$ cat src/rtl/pep_pkg.sv
// Shared widths, defaults and register indexes of the polynomial evaluator.
`default_nettype none

package pep_pkg;

   localparam int DATA_W  = 32;
   localparam int PROD_W  = 64;
   localparam int ACC_W   = 64;
   localparam int INDEX_W = 3;

   localparam int MAX_TERMS_DEF = 7;
   localparam int FRAC_BITS_DEF = 16;

   typedef logic signed [DATA_W-1:0] data_type;
   typedef logic signed [PROD_W-1:0] prod_type;

   // Configuration register indexes.
   localparam logic [INDEX_W-1:0] CSR_TERM_COUNT = 3'd0;
   localparam logic [INDEX_W-1:0] CSR_COEF_BASE  = 3'd1;

endpackage

`default_nettype wire

$ cat src/rtl/polynomial_eval_with_powers.sv
// Top level of the fixed-point polynomial evaluator with design-matrix powers.
//
// An item (req_arg_value x, req_prior_value) is taken at a clock edge where start
// is high and busy is low. The block then emits one result per term k, in
// ascending order: rsp_power_index k, rsp_power_value x^k, and on the last
// result of the run (rsp_last_of_run high) rsp_model_value, which is the prior
// value plus the polynomial sum; rsp_model_value is zero on the other results.
// Each result is shown for one cycle with rsp_valid high; the receiver cannot
// stall, so results are never held back.
// One signed 32x32 multiplier does all the work: each term needs one multiply
// for the next power and one for the coefficient product, so the block passes
// through S_ISSUE and S_ACC for the first term and S_POW and S_ACC for each
// further one; results come one at a time. Busy stays high until the last
// result is shown; a new item may be started in the cycle in which it is shown.
// Coefficients and the term count are to be written through the csr_ port only
// while the block is idle; the block itself does not enforce this. Reset sets the
// term count to one, clears all coefficients and drops busy and rsp_valid.
`default_nettype none

module polynomial_eval_with_powers #(
   parameter int MAX_TERMS = pep_pkg::MAX_TERMS_DEF,
   parameter int FRAC_BITS = pep_pkg::FRAC_BITS_DEF
) (
   input  wire                                 clock,
   input  wire                                 reset,
   input  wire                                 start,
   output logic                                busy,
   input  wire signed [pep_pkg::DATA_W-1:0]    req_arg_value,
   input  wire signed [pep_pkg::DATA_W-1:0]    req_prior_value,
   output logic                                rsp_valid,
   output logic [pep_pkg::INDEX_W-1:0]         rsp_power_index,
   output pep_pkg::data_type                   rsp_power_value,
   output pep_pkg::data_type                   rsp_model_value,
   output logic                                rsp_last_of_run,
   input  wire                                 csr_we,
   input  wire  [pep_pkg::INDEX_W-1:0]         csr_index,
   input  wire  [pep_pkg::DATA_W-1:0]          csr_wdata
);

   localparam int COEF_IW = (MAX_TERMS > 1) ? $clog2(MAX_TERMS) : 1;
   localparam int IW      = pep_pkg::INDEX_W;
   localparam int DW      = pep_pkg::DATA_W;
   localparam int AW      = pep_pkg::ACC_W;
   localparam pep_pkg::data_type ONE = DW'(1) << FRAC_BITS;

   typedef enum logic [1:0] {
      S_IDLE,
      S_ISSUE,
      S_ACC,
      S_POW
   } state_type;

   typedef logic signed [AW-1:0] acc_type;

   function automatic pep_pkg::data_type sat32(input pep_pkg::prod_type v);
      pep_pkg::data_type r;
      if (v[AW-1:DW-1] == {(AW-DW+1){1'b0}} || v[AW-1:DW-1] == {(AW-DW+1){1'b1}}) begin
         r = v[DW-1:0];
      end else begin
         r = v[AW-1] ? {1'b1, {(DW-1){1'b0}}} : {1'b0, {(DW-1){1'b1}}};
      end
      return r;
   endfunction

   function automatic acc_type add_sat(input acc_type a, input pep_pkg::prod_type b);
      logic [AW:0] s;
      acc_type     r;
      s = {a[AW-1], a} + {b[AW-1], b};
      if (s[AW] != s[AW-1]) begin
         r = s[AW] ? {1'b1, {(AW-1){1'b0}}} : {1'b0, {(AW-1){1'b1}}};
      end else begin
         r = s[AW-1:0];
      end
      return r;
   endfunction

   state_type           state_ff, state_in;
   logic [IW-1:0]       k_ff, k_in;
   logic [IW-1:0]       nlast_ff, nlast_in;
   pep_pkg::data_type   x_ff, x_in;
   pep_pkg::data_type   pw_ff, pw_in;
   acc_type             acc_ff, acc_in;
   logic [IW-1:0]       term_count_ff, term_count_in;
   pep_pkg::data_type   coef_ff [MAX_TERMS];
   pep_pkg::data_type   coef_in [MAX_TERMS];

   logic                rsp_valid_ff, rsp_valid_in;
   logic                rsp_last_ff, rsp_last_in;
   logic [IW-1:0]       rsp_index_ff, rsp_index_in;
   pep_pkg::data_type   rsp_power_ff, rsp_power_in;
   pep_pkg::data_type   rsp_model_ff, rsp_model_in;

   pep_pkg::data_type   mul_a, mul_b;
   pep_pkg::prod_type   prod;
   pep_pkg::data_type   pw_sat;
   acc_type             acc_next;
   logic [IW-1:0]       coef_widx;
   logic [COEF_IW-1:0]  kidx;

   pep_mul #(
      .FRAC_BITS(FRAC_BITS)
   ) u_mul (
      .clock(clock),
      .op_a (mul_a),
      .op_b (mul_b),
      .prod (prod)
   );

   assign pw_sat    = sat32(prod);
   assign acc_next  = add_sat(acc_ff, prod);
   assign coef_widx = csr_index - pep_pkg::CSR_COEF_BASE;
   assign kidx      = k_ff[COEF_IW-1:0];

   always_comb begin
      state_in      = state_ff;
      k_in          = k_ff;
      nlast_in      = nlast_ff;
      x_in          = x_ff;
      pw_in         = pw_ff;
      acc_in        = acc_ff;
      term_count_in = term_count_ff;
      coef_in       = coef_ff;
      rsp_valid_in  = 1'b0;
      rsp_last_in   = 1'b0;
      rsp_index_in  = k_ff;
      rsp_power_in  = pw_ff;
      rsp_model_in  = '0;
      mul_a         = coef_ff[kidx];
      mul_b         = pw_ff;

      if (csr_we) begin
         if (csr_index == pep_pkg::CSR_TERM_COUNT) begin
            term_count_in = csr_wdata[IW-1:0];
         end else if (coef_widx < IW'(MAX_TERMS)) begin
            coef_in[coef_widx[COEF_IW-1:0]] = csr_wdata;
         end
      end

      unique case (state_ff)
         S_IDLE: begin
            if (start) begin
               x_in   = req_arg_value;
               acc_in = AW'(req_prior_value);
               pw_in  = ONE;
               k_in   = '0;
               // A term count of zero runs the constant term alone.
               if (term_count_ff == '0) begin
                  nlast_in = '0;
               end else if (term_count_ff > IW'(MAX_TERMS)) begin
                  nlast_in = IW'(MAX_TERMS - 1);
               end else begin
                  nlast_in = term_count_ff - IW'(1);
               end
               state_in = S_ISSUE;
            end
         end
         S_ISSUE: begin
            state_in = S_ACC;
         end
         S_ACC: begin
            acc_in       = acc_next;
            rsp_valid_in = 1'b1;
            if (k_ff == nlast_ff) begin
               rsp_last_in  = 1'b1;
               rsp_model_in = sat32(acc_next);
               state_in     = S_IDLE;
            end else begin
               // The multiplier is free here, so the next power starts now.
               mul_a    = pw_ff;
               mul_b    = x_ff;
               k_in     = k_ff + IW'(1);
               state_in = S_POW;
            end
         end
         S_POW: begin
            pw_in    = pw_sat;
            mul_b    = pw_sat;
            state_in = S_ACC;
         end
      endcase
   end

   always_ff @(posedge clock) begin
      if (reset) begin
         state_ff      <= S_IDLE;
         term_count_ff <= IW'(1);
         for (int i = 0; i < MAX_TERMS; i++) begin
            coef_ff[i] <= '0;
         end
         rsp_valid_ff  <= 1'b0;
         rsp_last_ff   <= 1'b0;
         k_ff          <= '0;
         nlast_ff      <= '0;
      end else begin
         state_ff      <= state_in;
         term_count_ff <= term_count_in;
         coef_ff       <= coef_in;
         rsp_valid_ff  <= rsp_valid_in;
         rsp_last_ff   <= rsp_last_in;
         k_ff          <= k_in;
         nlast_ff      <= nlast_in;
      end
      x_ff         <= x_in;
      pw_ff        <= pw_in;
      acc_ff       <= acc_in;
      rsp_index_ff <= rsp_index_in;
      rsp_power_ff <= rsp_power_in;
      rsp_model_ff <= rsp_model_in;
   end

   assign busy            = (state_ff != S_IDLE);
   assign rsp_valid       = rsp_valid_ff;
   assign rsp_last_of_run = rsp_last_ff;
   assign rsp_power_index = rsp_index_ff;
   assign rsp_power_value = rsp_power_ff;
   assign rsp_model_value = rsp_model_ff;

   // The model value is only carried on the final result of a run.
   a_model_zero: assert property (@(posedge clock) disable iff (reset)
      (rsp_valid && !rsp_last_of_run) |-> (rsp_model_value == '0))
      else $error("model value nonzero on an intermediate result");

   // An intermediate result always means more work for this item.
   a_more_after: assert property (@(posedge clock) disable iff (reset)
      (rsp_valid && !rsp_last_of_run) |-> busy)
      else $error("intermediate result while idle");

   // The final result leaves the block idle.
   a_idle_after_last: assert property (@(posedge clock) disable iff (reset)
      (rsp_valid && rsp_last_of_run) |-> !busy)
      else $error("block still busy after final result");

   // The last result carries the clamped final index of the run.
   a_last_index: assert property (@(posedge clock) disable iff (reset)
      (rsp_valid && rsp_last_of_run) |-> (rsp_power_index == nlast_ff))
      else $error("final result at wrong power index");

   // An accepted item makes the block busy on the next cycle.
   a_accept_busy: assert property (@(posedge clock) disable iff (reset)
      (start && !busy) |=> busy)
      else $error("accepted item did not start a run");

endmodule

`default_nettype wire

$ cat src/rtl/pep_mul.sv
// Shared signed multiplier with a registered, floor-scaled product.
`default_nettype none

module pep_mul #(
   parameter int FRAC_BITS = pep_pkg::FRAC_BITS_DEF
) (
   input  wire                              clock,
   input  wire signed [pep_pkg::DATA_W-1:0] op_a,
   input  wire signed [pep_pkg::DATA_W-1:0] op_b,
   output pep_pkg::prod_type                prod
);

   pep_pkg::prod_type full;
   pep_pkg::prod_type prod_ff;

   // An arithmetic right shift of the full product rounds toward minus infinity.
   assign full = op_a * op_b;

   always_ff @(posedge clock) begin
      prod_ff <= full >>> FRAC_BITS;
   end

   assign prod = prod_ff;

endmodule

`default_nettype wire
$ cat config.mk
export PLATFORM = sky130hd
export DESIGN_NAME = polynomial_eval_with_powers
export DESIGN_NICKNAME = d
export VERILOG_FILES = /design/src/rtl/pep_pkg.sv /design/src/rtl/polynomial_eval_with_powers.sv /design/src/rtl/pep_mul.sv
export SDC_FILE = /design/constraint.sdc
export NUM_CORES = 2
export LEC_CHECK = 0
export BUFFER_PORTS_ARGS = -buffer_cell sky130_fd_sc_hd__buf_2
export CAP_MARGIN = 20
export CORE_ASPECT_RATIO = 2
export CORE_MARGIN = 4
export CORE_UTILIZATION = 65
export CTS_CLUSTER_SIZE = 12
export DETAILED_ROUTE_END_ITERATION = 6
export PLACE_DENSITY = 0.83
export SLEW_MARGIN = 20
export SYNTH_ARGS = -nofsm -noshare
export SYNTH_HDL_FRONTEND = slang
export SYNTH_SLANG_ARGS = --single-unit
export TNS_END_PERCENT = 50
$ cat constraint.sdc
create_clock -name clock -period 11.8 [get_ports clock]
set_input_delay 1.18 -clock clock [delete_from_list [all_inputs] [get_ports clock]]
set_output_delay 1.18 -clock clock [all_outputs]
set_load 0.005 [all_outputs]
==> out/qor.csv <==
metric;value;unit
Antenna Nets Post-Route;0;
Pwr per Cell Area;139;nW/um^2
htree depth;2;
die area;93600;sq um
CTS sink cnt;480;
part of the power in the clock network;17.7;%
DRC;21;
Root Driver;clkbuf_16;
RSZ-0062 raised after global routing;no;
hpwl dp;184;mm
post-synthesis async set-or-reset flop share;0;%
max_cap viols;0;
Comb pwr share;58.6;%
clock skew;44.7;ps
synth top area cells;fa_1 38%, dfxtp_1 12%, nand2_1 7.1%;
WL final;239;mm
hold buffers post-CTS;0;
Finished Cell Area;62100;sq um
Most used DFF post-synth;dfxtp_1;
NetSw;4.30;mW
routed len/inst;31.1;um
syn nets;7796;
cell mode on critical path;fa_1;
flop-to-flop setup slack;250;ps
vias in the first global route;53700;
Critical Path Max Stage Delay;900;ps
Max-slew headroom;13.5;%
placed cell areas;60600;sq um
Reg clk slew, reported paths;70;ps
cells after synthesis;6359;
failing checks;DRC;
share of cells above drive strength 1;10.3;%
CTS buffer count;48;
number of synthesized flops with an enable pin;128;
Lkg Pwr;29.2;nW
Port Buffers;172;
Internal;4.36;mW
vias per std cell;6.52;
GRT Util Overall;52.1;%
WP data arrival;12090;ps
total global routing overflow;0;
Row Count;154;
Yosys top cell by area;fa_1;
initial antenna violation count;13;
Setup crit end kind;register;
sequential fraction of design power;23.8;%
starting DRC count in detailed routing;5363;
status;finished with violations;
die width;218;um
Core Util, Final;70.7;%
count of final hold-check violations;0;
register bit total from synthesis;480;
Layout Nets;7915;
# fillers;6969;
vias;50100;
I/O pin count;173;
Core Footprint;87900;sq um
fin. max-slew vios;0;
clock buffer depth;3;
CTS tree;built;
worst hold slack;453;ps
Mapped Avg Cell Area;9.04;sq um
Die H;429;um
Tot Pwr;8.66;mW
DR pass1 iterations;7;
WP data required;12340;ps
sequential element share of the synthesized area;18.9;%
VDD IR max;0.359;mV
post-route clock period utilization;97.9;%
Switching Fraction;49.7;%
worst slew pin tran;1300;ps
FMAX;86.6;MHz
minimum clock period;11550;ps
synthesized area;57500;sq um
RD Place Congestion;1.11;
Synth top area share;37.7;%
starting density of the core;65.4;%
TNS Setup;0;ps
critical path class;reg -> reg;
Setup Viol. Count Final;0;
largest net degree at the start of global routing;134;
Syn. warnings;0;
first-pass GRT wire length;349;mm
peak fanout along the critical path;17;
Distinct cells, synth;92;
Layout area overhead;8.09;%
Worst-Skew Late Latency;660;ps
crit path launch type;register;
Hold/Removal Path Class;reg -> reg;
critical-path cell with the highest stage delay;ha_1;
metrics by stage:
stage	cells	setup WS (ps)
3_5_place_dp	7596	748
6_report	7681	253
4_1_cts	7672	657
5_1_grt	7675	62.9
3_3_place_gp	7595	875
2_1_floorplan	6359	2140
flip-flops by register name, summed over array words and instances (netlist names), 2 cells and up:
name and count:
coef_ff 224, acc_ff 64, u_mul.prod 48, pw_ff 32, rsp_model_value 32, rsp_power_value 32, x_ff 32, k_ff 3
nlast_ff 3, rsp_power_index 3, term_count_ff 3, state_ff 2
path summary, 6_finish.rpt:
path | start | to | cells after the start
max | u_mul.prod[43]$_DFF_P_ | u_mul.prod[43]$_DFF_P_ | 35
min | coef_ff[188]$_SDFFE_PP0P_ | coef_ff[188]$_SDFFE_PP0P_ | 2
max reg2reg | u_mul.prod[43]$_DFF_P_ | u_mul.prod[43]$_DFF_P_ | 35
min reg2reg | coef_ff[188]$_SDFFE_PP0P_ | coef_ff[188]$_SDFFE_PP0P_ | 2
synthesized netlist by cell type, types with 21 or more instances:
cell	number
nand3_1	22
nor3_1	56
a21o_1	105
o21a_1	23
o21bai_1	21
ha_1	252
xor2_1	35
nor2_1	703
dfxtp_1	352
nand2b_1	35
edfxtp_1	128
a21oi_2	33
mux2_2	32
a221oi_1	56
nor2b_1	24
fa_1	1082
inv_1	1002
a221o_1	23
mux4_2	31
a21oi_1	430
a21boi_0	33
nand2_1	1080
o21ai_0	104
clkbuf_1	315
nand4_1	46
xnor2_1	77
routing by layer:
layer / global-route usage [%] / vias to the layer above / wire length, um
li1: - / 20100 / -
met1: 48.3 / 24300 / 63400
met2: 80.9 / 3782 / 109000
met3: 22.3 / 1859 / 30100
met4: 55.3 / 16 / 36600
met5: 1.64 / - / 181
critical path, delay by kind of cell, from the launching register on:
family | cells | cell delay (ps)
compound gates | 9 | 2720
xor+xnor | 1 | 130
fa+ha+maj | 9 | 5020
buf+inv | 7 | 820
flops | 1 | 380
simple gates | 9 | 2320
power by group through the flow:
stage / combinational [mW] / sequential [mW] / clock (mW)
after floorplan: 3.19 / 2.00 / 0
after global placement: 4.72 / 2.07 / 0
after detailed placement: 4.76 / 2.07 / 0
after CTS: 4.81 / 2.04 / 1.52
after global routing: 5.37 / 2.06 / 1.58
final: 5.07 / 2.06 / 1.53
layout by cell type, fill, tap and decap left out, drive strengths merged, types with 24 or more instances in the layout:
master  netlist  layout
nor2        705     705
buf          34     418
a21boi       34      34
mux4         31      31
clkbuf      315      71
mux2         32      32
nand2b       35      35
nor2b        24      24
edfxtp      128     128
nor3         60      60
inv        1002    1005
a21oi       464     464
ha          252     252
fa         1082    1082
a221oi       57      57
nand2      1081    1081
dfxtp       352     352
nand4        46      46
xor2         36      36
o21ai       111     111
xnor2        77      77
a21o        106     106
logic make-up (layout without fill, tap and decap cells):
logic type / Yosys count / after routing / synth area share, %
compound gates: 925 / 925 / 10.2
xor+xnor: 113 / 113 / 1.73
fa+ha+maj: 1334 / 1334 / 43.2
buf+inv: 1353 / 1498 / 8.97
flops: 480 / 480 / 18.9
mux: 75 / 75 / 2.07
other cells: 0 / 7 / 0
simple gates: 2079 / 2079 / 14.9
timing repair:
item	CTS	global route
endpoints found under the setup margin	0	9
setup buffers	0	0
gates resized for setup	0	7
layout make-up:
| class | instances | area (sq um) | share of cell area (%) |
|---|---|---|---|
| clock buffers | 70 | 1400 | 2.25 |
| diodes | 7 | 17.5 | 0.0282 |
| inverters | 1003 | 3760 | 6.06 |
| multi-input cells | 4526 | 41700 | 67.2 |
| flip-flops and latches | 480 | 10900 | 17.5 |
| well taps | 1170 | 1460 | 2.36 |
| clock inverters | 6 | 66.3 | 0.107 |
| repair buffers | 419 | 2810 | 4.52 |
No activity file was read; power rests on OpenSTA's default activity.
